<file path="config.mk">
export PLATFORM = sky130hd
export DESIGN_NAME = reversible_circular_deque
export DESIGN_NICKNAME = d
export VERILOG_FILES = /design/src/hw/rtl/rcd_pkg.sv /design/src/hw/rtl/rcd_ctrl.sv /design/src/hw/rtl/rcd_datapath.sv /design/src/hw/rtl/reversible_circular_deque.sv
export SDC_FILE = /design/constraint.sdc
export NUM_CORES = 1
export LEC_CHECK = 0
export BUFFER_PORTS_ARGS = -buffer_cell sky130_fd_sc_hd__buf_2
export CORE_AREA = 10 10 272 274
export CTS_CLUSTER_SIZE = 12
export DETAILED_ROUTE_END_ITERATION = 10
export DIE_AREA = 0 0 282 284
export PLACE_DENSITY = 0.47
export SETUP_SLACK_MARGIN = 0.4
export SKIP_LAST_GASP = 1
export SYNTH_ARGS = -nofsm -noshare
export SYNTH_HDL_FRONTEND = slang
export SYNTH_SLANG_ARGS = --single-unit
</file>
<file path="constraint.sdc">
create_clock -name clk -period 8.4 [get_ports clk]
set_input_delay 0 -clock clk [delete_from_list [all_inputs] [get_ports clk]]
set_output_delay 0 -clock clk [all_outputs]
set_load 0.01 [all_outputs]
</file>
<file path="src/hw/rtl/rcd_pkg.sv">
// Shared types, codes and defaults for the reversible circular deque.
package rcd_pkg;

  localparam int DEF_CAPACITY   = 16;
  localparam int DEF_DATA_WIDTH = 32;

  localparam int ACTION_W = 3;
  localparam int POS_W    = 4;
  localparam int VALUE_W  = 32;
  localparam int COUNT_W  = 5;
  localparam int STATUS_W = 2;

  typedef enum logic [ACTION_W-1:0] {
    ACT_PUSH_BACK  = 3'd0,
    ACT_PUSH_FRONT = 3'd1,
    ACT_POP_BACK   = 3'd2,
    ACT_POP_FRONT  = 3'd3,
    ACT_READ       = 3'd4,
    ACT_WRITE      = 3'd5,
    ACT_REVERSE    = 3'd6,
    ACT_CLEAR      = 3'd7
  } action_t;

  typedef enum logic [STATUS_W-1:0] {
    ST_OK    = 2'd0,
    ST_FULL  = 2'd1,
    ST_EMPTY = 2'd2,
    ST_RANGE = 2'd3
  } status_t;

  typedef enum logic [1:0] {
    S_IDLE,
    S_EXEC,
    S_HOLD
  } state_t;

  typedef struct packed {
    logic capture;
    logic execute;
  } cmd_t;

endpackage

</file>
<file path="src/hw/rtl/rcd_ctrl.sv">
// Controller state machine: sequences capture, execute and result hold.
module rcd_ctrl (
  input  logic          clk,
  input  logic          rst,
  input  logic          in_valid,
  output logic          in_stall,
  output logic          out_valid,
  input  logic          out_stall,
  output rcd_pkg::cmd_t cmd
);
  import rcd_pkg::*;

  state_t state;
  state_t state_next;

  always_ff @(posedge clk) begin
    if (rst) begin
      state <= S_IDLE;
    end else begin
      state <= state_next;
    end
  end

  always_comb begin
    state_next = state;
    unique case (state)
      S_IDLE: begin
        if (in_valid) state_next = S_EXEC;
      end
      S_EXEC: begin
        state_next = S_HOLD;
      end
      S_HOLD: begin
        if (!out_stall) state_next = in_valid ? S_EXEC : S_IDLE;
      end
      default: begin
        state_next = S_IDLE;
      end
    endcase
  end

  always_comb begin
    in_stall    = !((state == S_IDLE) || ((state == S_HOLD) && !out_stall));
    out_valid   = (state == S_HOLD);
    cmd.capture = in_valid && !in_stall;
    cmd.execute = (state == S_EXEC);
  end

`ifndef NO_ASSERTIONS
  a_exec_to_hold: assert property (@(posedge clk) disable iff (rst)
    (state == S_EXEC) |=> (state == S_HOLD))
    else $error("execute not followed by result hold");

  a_capture_exec: assert property (@(posedge clk) disable iff (rst)
    cmd.capture |=> cmd.execute)
    else $error("captured item not executed");

  a_hold_stalled: assert property (@(posedge clk) disable iff (rst)
    (out_valid && out_stall) |=> out_valid)
    else $error("stalled result dropped");
`endif

endmodule

</file>
<file path="src/hw/rtl/rcd_datapath.sv">
// Datapath: ring store, head/tail pointers, count, direction and result registers.
module rcd_datapath #(
  parameter int CAPACITY   = rcd_pkg::DEF_CAPACITY,
  parameter int DATA_WIDTH = rcd_pkg::DEF_DATA_WIDTH
) (
  input  logic                         clk,
  input  logic                         rst,
  input  rcd_pkg::cmd_t                cmd,
  input  logic [rcd_pkg::ACTION_W-1:0] action,
  input  logic [rcd_pkg::POS_W-1:0]    position,
  input  logic [rcd_pkg::VALUE_W-1:0]  item_value,
  output logic [rcd_pkg::VALUE_W-1:0]  read_value,
  output logic [rcd_pkg::COUNT_W-1:0]  item_count,
  output logic [rcd_pkg::STATUS_W-1:0] status
);
  import rcd_pkg::*;

  localparam int SW   = (CAPACITY > 1) ? $clog2(CAPACITY) : 1;
  localparam int CW   = $clog2(CAPACITY + 1);
  localparam int CMPW = (CW > POS_W) ? CW : POS_W;
  localparam logic [SW:0]   CAP_S = (SW + 1)'(CAPACITY);
  localparam logic [CW-1:0] CAP_C = CW'(CAPACITY);

  // captured item
  action_t              act_q;
  logic [POS_W-1:0]     pos_q;
  logic [VALUE_W-1:0]   val_q;

  // deque state
  logic [SW-1:0]        head;
  logic [SW-1:0]        tail;
  logic [CW-1:0]        occ;
  logic                 rev;
  logic [SW-1:0]        head_next;
  logic [SW-1:0]        tail_next;
  logic [CW-1:0]        occ_next;
  logic                 rev_next;

  logic [DATA_WIDTH-1:0] mem [CAPACITY];
  logic [DATA_WIDTH-1:0] rd_q;

  // result registers
  logic                 rd_ok_q;
  logic [COUNT_W-1:0]   count_q;
  status_t              status_q;
  status_t              status_next;
  logic                 rd_ok;
  logic                 we;

  logic [SW-1:0]        offset;
  logic                 back_step;
  logic [SW:0]          fwd;
  logic [SW:0]          bwd;
  logic [SW-1:0]        slot;
  logic                 full;
  logic                 empty;
  logic                 in_range;
  logic [63:0]          val_wide;
  logic [63:0]          rd_wide;

  always_ff @(posedge clk) begin
    if (cmd.capture) begin
      act_q <= action_t'(action);
      pos_q <= position;
      val_q <= item_value;
    end
  end

  assign full     = (occ == CAP_C);
  assign empty    = (occ == '0);
  assign in_range = CMPW'(pos_q) < CMPW'(occ);

  always_comb begin
    offset    = SW'(pos_q);
    back_step = 1'b0;
    unique case (act_q)
      ACT_PUSH_BACK:  offset = SW'(occ);
      ACT_PUSH_FRONT: begin
        offset    = SW'(1);
        back_step = 1'b1;
      end
      ACT_POP_BACK:   offset = SW'(occ - CW'(2));
      ACT_POP_FRONT:  offset = SW'(1);
      default:        offset = SW'(pos_q);
    endcase
  end

  // ring step: both sums stay below twice the capacity
  always_comb begin
    fwd = {1'b0, head} + {1'b0, offset};
    if (fwd >= CAP_S) fwd = fwd - CAP_S;
    bwd = {1'b0, head} + CAP_S - {1'b0, offset};
    if (bwd >= CAP_S) bwd = bwd - CAP_S;
    slot = (rev ^ back_step) ? bwd[SW-1:0] : fwd[SW-1:0];
  end

  always_comb begin
    head_next   = head;
    tail_next   = tail;
    occ_next    = occ;
    rev_next    = rev;
    status_next = ST_OK;
    we          = 1'b0;
    rd_ok       = 1'b0;
    unique case (act_q)
      ACT_PUSH_BACK: begin
        if (full) begin
          status_next = ST_FULL;
        end else begin
          we        = 1'b1;
          tail_next = slot;
          if (empty) head_next = slot;
          occ_next  = occ + CW'(1);
        end
      end
      ACT_PUSH_FRONT: begin
        if (full) begin
          status_next = ST_FULL;
        end else begin
          we        = 1'b1;
          head_next = slot;
          if (empty) tail_next = slot;
          occ_next  = occ + CW'(1);
        end
      end
      ACT_POP_BACK: begin
        if (empty) begin
          status_next = ST_EMPTY;
        end else begin
          if (occ > CW'(1)) tail_next = slot;
          occ_next = occ - CW'(1);
        end
      end
      ACT_POP_FRONT: begin
        if (empty) begin
          status_next = ST_EMPTY;
        end else begin
          if (occ > CW'(1)) head_next = slot;
          occ_next = occ - CW'(1);
        end
      end
      ACT_READ: begin
        if (!in_range) status_next = ST_RANGE;
        else rd_ok = 1'b1;
      end
      ACT_WRITE: begin
        if (!in_range) status_next = ST_RANGE;
        else we = 1'b1;
      end
      ACT_REVERSE: begin
        head_next = tail;
        tail_next = head;
        rev_next  = !rev;
      end
      ACT_CLEAR: begin
        head_next = '0;
        tail_next = '0;
        occ_next  = '0;
        rev_next  = 1'b0;
      end
      default: begin
        status_next = ST_OK;
      end
    endcase
  end

  always_ff @(posedge clk) begin
    if (rst) begin
      head <= '0;
      tail <= '0;
      occ  <= '0;
      rev  <= 1'b0;
    end else if (cmd.execute) begin
      head <= head_next;
      tail <= tail_next;
      occ  <= occ_next;
      rev  <= rev_next;
    end
  end

  assign val_wide = 64'(val_q);

  always_ff @(posedge clk) begin
    if (cmd.execute && we) begin
      mem[slot] <= val_wide[DATA_WIDTH-1:0];
    end
    if (cmd.execute) begin
      rd_q <= mem[slot];
    end
  end

  always_ff @(posedge clk) begin
    if (cmd.execute) begin
      rd_ok_q  <= rd_ok;
      count_q  <= COUNT_W'(occ_next);
      status_q <= status_next;
    end
  end

  assign rd_wide    = 64'(rd_q);
  assign read_value = rd_ok_q ? rd_wide[VALUE_W-1:0] : '0;
  assign item_count = count_q;
  assign status     = status_q;

`ifndef NO_ASSERTIONS
  a_occ_bound: assert property (@(posedge clk) disable iff (rst)
    occ <= CAP_C)
    else $error("occupancy above capacity");

  a_full_no_change: assert property (@(posedge clk) disable iff (rst)
    (cmd.execute && (status_next == ST_FULL)) |=> ($stable(occ) && $stable(head)
      && $stable(tail)))
    else $error("refused push changed state");

  a_pop_dec: assert property (@(posedge clk) disable iff (rst)
    (cmd.execute && ((act_q == ACT_POP_BACK) || (act_q == ACT_POP_FRONT)) && !empty)
      |=> (occ == $past(occ) - CW'(1)))
    else $error("pop did not decrement occupancy");

  a_read_ok: assert property (@(posedge clk) disable iff (rst)
    cmd.execute |=> !(rd_ok_q && (status_q != ST_OK)))
    else $error("read data returned with error status");
`endif

endmodule

</file>
<file path="src/hw/rtl/reversible_circular_deque.sv">
// Reversible circular deque: push/pop at both ends, indexed read/write, O(1) reverse and
// clear over a ring of CAPACITY elements. One result per transfer in. Each item passes through the
// execute state (pointer update, ring store write or registered read) and is then held in
// the result registers until transferred out; a new item is taken in the cycle its
// predecessor's result leaves, so items do not overlap: the input is stalled while an item
// executes and while its result is held by out_stall. No clearing pass after reset.
module reversible_circular_deque #(
  parameter int CAPACITY   = rcd_pkg::DEF_CAPACITY,
  parameter int DATA_WIDTH = rcd_pkg::DEF_DATA_WIDTH
) (
  input  logic                         clk,
  input  logic                         rst,
  input  logic                         in_valid,
  output logic                         in_stall,
  input  logic [rcd_pkg::ACTION_W-1:0] action,
  input  logic [rcd_pkg::POS_W-1:0]    position,
  input  logic [rcd_pkg::VALUE_W-1:0]  item_value,
  output logic                         out_valid,
  input  logic                         out_stall,
  output logic [rcd_pkg::VALUE_W-1:0]  read_value,
  output logic [rcd_pkg::COUNT_W-1:0]  item_count,
  output logic [rcd_pkg::STATUS_W-1:0] status
);
  import rcd_pkg::*;

  cmd_t cmd;

  rcd_ctrl u_ctrl (
    .clk       (clk),
    .rst       (rst),
    .in_valid  (in_valid),
    .in_stall  (in_stall),
    .out_valid (out_valid),
    .out_stall (out_stall),
    .cmd       (cmd)
  );

  rcd_datapath #(
    .CAPACITY   (CAPACITY),
    .DATA_WIDTH (DATA_WIDTH)
  ) u_datapath (
    .clk        (clk),
    .rst        (rst),
    .cmd        (cmd),
    .action     (action),
    .position   (position),
    .item_value (item_value),
    .read_value (read_value),
    .item_count (item_count),
    .status     (status)
  );

endmodule

</file>
==> results of run 1 <==
==> per-layer routing <==
layer / part of all wire / routed length (µm) / GRT usage
met4: 0.020 / 1080 / 0.0352
met3: 0.036 / 1960 / 0.0253
met5: 0 / 0 / 0
met2: 0.47 / 26000 / 0.216
met1: 0.47 / 25700 / 0.194
==> cells in the final DEF, fill, tap and decap left out, types with 18 or more instances in the layout <==
| cell type | netlist | routed |
|---|---|---|
| clkbuf_16 | 0 | 69 |
| and2_1 | 34 | 33 |
| mux2i_1 | 99 | 99 |
| mux4_2 | 128 | 128 |
| a21oi_1 | 18 | 18 |
| dlygate4sd3_1 | 0 | 44 |
| nand2_1 | 29 | 29 |
| buf_4 | 9 | 25 |
| edfxtp_1 | 591 | 591 |
| buf_2 | 19 | 83 |
==> report_power, final <==
group          internal [µW]  switching [µW]  leakage, µW
combinational            413             499      0.00270
clock                   1580            1190     0.000996
sequential              3410            65.3      0.00548
total                   5400            1760      0.00917
==> flip-flops by register name (all words and copies together) (netlist names) <==
signal,flops
u_ctrl.state,2
u_datapath.act_q,3
u_datapath.head,4
u_datapath.item_count,5
u_datapath.mem,512
u_datapath.occ,5
u_datapath.pos_q,4
u_datapath.rd_ok_q,1
u_datapath.rd_q,32
u_datapath.rev,1
u_datapath.status,2
u_datapath.tail,4
u_datapath.val_q,32
==> cell type report <==
| class | instances | area, µm² | area share |
|---|---|---|---|
| inverter | 16 | 60.1 | 0.00215 |
| timing repair buffer | 154 | 1080 | 0.0387 |
| tap | 882 | 1100 | 0.0395 |
| clock inverter | 34 | 284 | 0.0102 |
| multi-input combinational | 443 | 5580 | 0.200 |
| clock buffer | 84 | 1780 | 0.0638 |
| sequential | 607 | 18100 | 0.646 |
==> cell families after synthesis <==
group | share of synthesized area
AOI/OAI and AO/OA | 0.0189
buffers and inverters | 0.0145
muxes | 0.164
DFF | 0.758
xor gates and xnor gates | 0.00273
adders and majority gates | 0.00956
and+or+nand+nor | 0.0323
==> critical path, cell delays in order, from the launching register on <==
cell and delay, ns:
edfxtp_1 0.67, o21ai_0 0.54, ha_1 0.27, inv_1 0.07
fa_1 0.39, inv_1 0.06, mux2i_1 0.09, xnor2_2 0.14
buf_4 0.77, nand3_1 0.34, nor4_4 0.86, buf_4 0.48
==> final timing paths <==
path | start | endpoint | cells past startpoint
worst max register to register | u_datapath.act_q[2] | u_datapath.mem[4][27] | 11
worst min register to register | u_datapath.tail[3] | u_datapath.head[3] | 2
worst min-delay path | item_value[22] | u_datapath.val_q[22] | 2
worst max-delay path | u_datapath.act_q[2] | u_datapath.mem[4][27] | 11
==> per-stage QoR <==
step	hold slack [ns]	utilization
after global placement	0.177	0.372
final	0.0976	0.409
after detailed placement	0.178	0.372
after global routing	0.0806	0.409
after CTS	0.0604	0.409
after floorplan	0.0721	-
==> impl_metrics.json, run 1 <==
{
  "gp_congestion": 0.747,
  "required_ns": 8.66,
  "placed_cell_area_um2": 25500,
  "overflow": 0,
  "crit_fanout": 49,
  "synth_area_per_cell_um2": 21.2,
  "r2r_slack_ns": 3.36,
  "drt_iter0_markers": 855,
  "cts_tree": "built",
  "wirelength_um": 54800,
  "cts_sinks": 607,
  "finalSetupTns_ns": 0,
  "critPathLaunchType": "register",
  "hold_path_class": "in -> reg",
  "power.density_nw_per_um2": 256,
  "yosys-top-cells-area": "edfxtp_1 74%, mux4_2 12%, mux2i_1 4.2%",
  "antenna_found_initial": 2,
  "yosysSeqAreaShare": 0.758,
  "worst_pin_slew_ns": 1.14,
  "synth-edff-count": 591,
  "status": "finished, final reports clean",
  "grt_pass1_wl_um": 81800,
  "fmax_mhz": 198,
  "synth_most_common_cell": "edfxtp_1",
  "crit_arrival_ns": 5.30,
  "synth_ff_type": "edfxtp_1",
  "coreArea_um2": 68300,
  "ys.warnings.count": 0,
  "maxSlewViolCount": 0,
  "rsz0062_at_grt": "no",
  "dp_cells": 2058,
  "drive_gt1_frac": 0.267,
  "fin_nets": 1351,
  "cts_max_level": 3,
  "vdd_drop_max_mv": 0.135,
  "hpwl_um": 30400,
  "die-area_um2": 80100,
  "synth_cells": 1125,
  "grt_usage": 0.138,
  "critPathCaptureType": "register",
  "root_buffer": "clkbuf_16",
  "fin_crit_sh": 0.600,
  "synthTopCellsByCount": "591 x edfxtp_1, 128 x mux4_2, 99 x mux2i_1, 34 x and2_1, 29 x nand2_1",
  "clockBufferDepth": 3,
  "fin_skew_ns": 0.0285,
  "final_cell_area_um2": 28000,
  "drcViolationCount": 0,
  "dp_slack_ns": 3.26,
  "min_period_ns": 5.04,
  "path_class": "reg -> reg",
  "viasPerCell": 5.10,
  "diodes": 0,
  "drv_cap": 0,
  "wl_per_cell_um": 24.7,
  "drt_pass1_iterations": 5,
  "hold_viol": 0,
  "synth_cell_types": 60,
  "syn_nets": 1185,
  "clk_pin_slew_ns": 0.06,
  "dr_total_vias": 11300,
  "cts_inserted_buffers": 69,
  "cts_setup_buffers": 0,
  "io_buffers": 83,
  "dieHeight_um": 284,
  "netlist_area_um2": 23800,
  "die_w_um": 282,
  "grt_pass1_vias": 12200,
  "finalWorstSetupSlack_ns": 3.36,
  "io_pins": 84,
  "yosysTopAreaCell": "edfxtp_1",
  "async_reset_ff_frac": 0,
  "ant_nets": 0,
  "power_uw": 7160,
  "stdcell_count": 2220,
  "worst_slew_margin_rel": 0.237,
  "clk_latency_ns": 0.61,
  "cellLeakagePower_uw": 0.00917,
  "initial_core_util": 0.349,
  "synth_seq_cells": 607,
  "ctsResizeCount": 0,
  "setup_viol": 0,
  "areaGrowthSynthToFinish_pct": 17.4,
  "n_fill_cell": 5990,
  "cts_hold_buf": 44,
  "yosysTopAreaCellShare": 0.745,
  "rows": 96,
  "grt_max_degree": 134
}
No activity file was read; power rests on OpenSTA's default activity.
==> run 2: changes to the inputs <==
--- a/config.mk
+++ b/config.mk
@@ -10,7 +10,7 @@
 export CTS_CLUSTER_SIZE = 12
 export DETAILED_ROUTE_END_ITERATION = 10
 export DIE_AREA = 0 0 282 284
-export PLACE_DENSITY = 0.47
+export PLACE_DENSITY = 0.49
 export SETUP_SLACK_MARGIN = 0.4
 export SKIP_LAST_GASP = 1
 export SYNTH_ARGS = -nofsm -noshare
==> constraint.sdc (replaced) <==
create_clock -name clk -period 4.2 [get_ports clk]
set_input_delay 0 -clock clk [delete_from_list [all_inputs] [get_ports clk]]
set_output_delay 0 -clock clk [all_outputs]
set_load 0.01 [all_outputs]
==> run 2 against run 1 <==
Sequential share of layout area shrank 1.4 points; worst setup slack lost 2.9 ns; highest routed layer unchanged; largest power group unchanged; largest cell class unchanged; die area unchanged; clock power is 110% higher; critical path type unchanged.
==> impl_metrics.json, run 2 (synthesis gave the netlist of run 1 again) <==
{
  "hold_path_class": "in -> reg",
  "cts_tree": "built",
  "min_period_ns": 3.69,
  "worst_pin_slew_ns": 1.08,
  "rows": 96,
  "overflow": 0,
  "crit_fanout": 32,
  "ant_nets": 0,
  "multi_input_area_um2": 5690,
  "cellLeakagePower_uw": 0.00947,
  "die_w_um": 282,
  "regMostFlops": "u_datapath.mem",
  "finalSetupTns_ns": 0,
  "grt_pass1_vias": 12200,
  "cts_sinks": 607,
  "hpwl_um": 31800,
  "clockBufferDepth": 3,
  "path_class": "reg -> reg",
  "status": "finished, final reports clean",
  "drv_cap": 0,
  "crit_buf_inv": 3,
  "slowest_delay_ns": 0.54,
  "path_cells": "inv_1 > ha_1 > a21oi_1 > a22o_1 > ha_1 > inv_1 > a21oi_1 > mux2i_4 > xnor3_4 > nor4_4 > buf_12",
  "vdd_drop_max_mv": 0.363,
  "gp_congestion": 0.736,
  "path_delay_family": "adder cells",
  "fin_skew_ns": 0.0406,
  "hold_viol": 0,
  "maxSlewViolCount": 0,
  "diodes": 0,
  "dr_total_vias": 11500,
  "setup_viol": 0,
  "r2r_slack_ns": 0.51,
  "grt_max_degree": 59,
  "regArea_um2": 18100,
  "fin_crit_sh": 0.880,
  "cts_inserted_buffers": 69,
  "fmax_mhz": 271,
  "drt_iter0_markers": 757,
  "drt_pass1_iterations": 5,
  "top_regs": "u_datapath.mem: 512 flops, u_datapath.rd_q: 32 flops, u_datapath.val_q: 32 flops",
  "crit_arrival_ns": 3.98,
  "clk_pin_slew_ns": 0.06,
  "areaGrowthSynthToFinish_pct": 20.0,
  "worst_slew_margin_rel": 0.280,
  "cp_slowest_cell": "xnor3_4",
  "viasPerCell": 5.07,
  "io_pins": 84,
  "grt_usage": 0.138,
  "wirelength_um": 55200,
  "root_buffer": "clkbuf_16",
  "die-area_um2": 80100,
  "dieHeight_um": 284,
  "wl_per_cell_um": 24.4,
  "cts_max_level": 3,
  "initial_core_util": 0.349,
  "rsz0062_at_grt": "no",
  "required_ns": 4.48,
  "fin_nets": 1386,
  "critPathLaunchType": "register",
  "coreArea_um2": 68300,
  "largest_reg_flops": 512,
  "antenna_found_initial": 1,
  "clk_latency_ns": 0.62,
  "final_common_cell": "edfxtp_1",
  "layout_common_cells": "591 x edfxtp_1, 128 x mux4_2, 98 x mux2i_1",
  "critPathCaptureType": "register",
  "n_fill_cell": 5974,
  "final_util": 0.418,
  "power.density_nw_per_um2": 512,
  "power_uw": 14600,
  "drive_gt1_frac": 0.292,
  "drcViolationCount": 0,
  "grt_pass1_wl_um": 82000,
  "io_buffers": 83
}
run 2: changes by cell type in the layout (fill, tap and decap cells not counted), moves of 3 or more:
cell      change
clkinv_1      -4
inv_16        +4
buf_6         +5
clkbuf_1      +3
buf_12       +11
buf_4        +16
run 2: worst register-to-register path, stage by stage, from the launching register on:
cell and delay [ns]:
dfxtp_1 0.46, inv_1 0.20, ha_1 0.31, a21oi_1 0.06, a22o_1 0.24, ha_1 0.36
inv_1 0.11, a21oi_1 0.11, mux2i_4 0.29, xnor3_4 0.54, nor4_4 0.38, buf_12 0.31
run 2: layout make-up:
| type | instances | share of cell area |
|---|---|---|
| Clock inverter | 35 | 0.0130 |
| Tap cell | 882 | 0.0386 |
| Multi-Input combinational cell | 445 | 0.199 |
| Clock buffer | 87 | 0.0628 |
| Inverter | 16 | 0.00210 |
| Timing Repair Buffer | 187 | 0.0523 |
| Sequential cell | 607 | 0.632 |
run 2: per-layer routing:
metal	GRT usage	part of all wire	vias to the layer above
met4	0.0393	0.021	0
met2	0.223	0.49	246
met1	0.185	0.45	6085
li1	-	-	5053
met3	0.0282	0.040	78
met5	0	0	-
run 2: stage by stage:
step,instances,hold slack [ns],area (µm²),setup slack (ns)
after floorplan,1125,0.0721,23900,-1.83
after global placement,2086,0.177,25800,0.385
after detailed placement,2086,0.178,25800,0.328
after CTS,2252,0.0471,28400,0.403
after global routing,2259,0.0691,28600,0.390
final,2259,0.0867,28600,0.505
run 2: path summary, 6_finish.rpt:
check / from / end / cells after the start
worst min-delay path: item_value[20] / u_datapath.val_q[20] / 2
worst max register to register: u_datapath.occ[2] / u_datapath.mem[2][1] / 11
worst max-delay path: u_datapath.occ[2] / u_datapath.mem[2][1] / 11
worst min register to register: u_datapath.tail[3] / u_datapath.head[3] / 2
run 2: what timing repair did:
| action | in CTS | in global routing |
|---|---|---|
| endpoints found under the hold margin | 55 | 0 |
| pin swaps | 1 | 0 |
| cloned | 0 | 2 |
| endpoints found under the setup margin | 76 | 321 |
| gates resized for setup | 0 | 13 |
| buffers inserted | 0 | 5 |
| hold buffers | 44 | 0 |
run 2: power by group:
| group | internal, µW | switching (µW) |
|---|---|---|
| clock network | 3320 | 2450 |
| registers | 6820 | 123 |
| logic | 904 | 1000 |
| total | 11000 | 3580 |
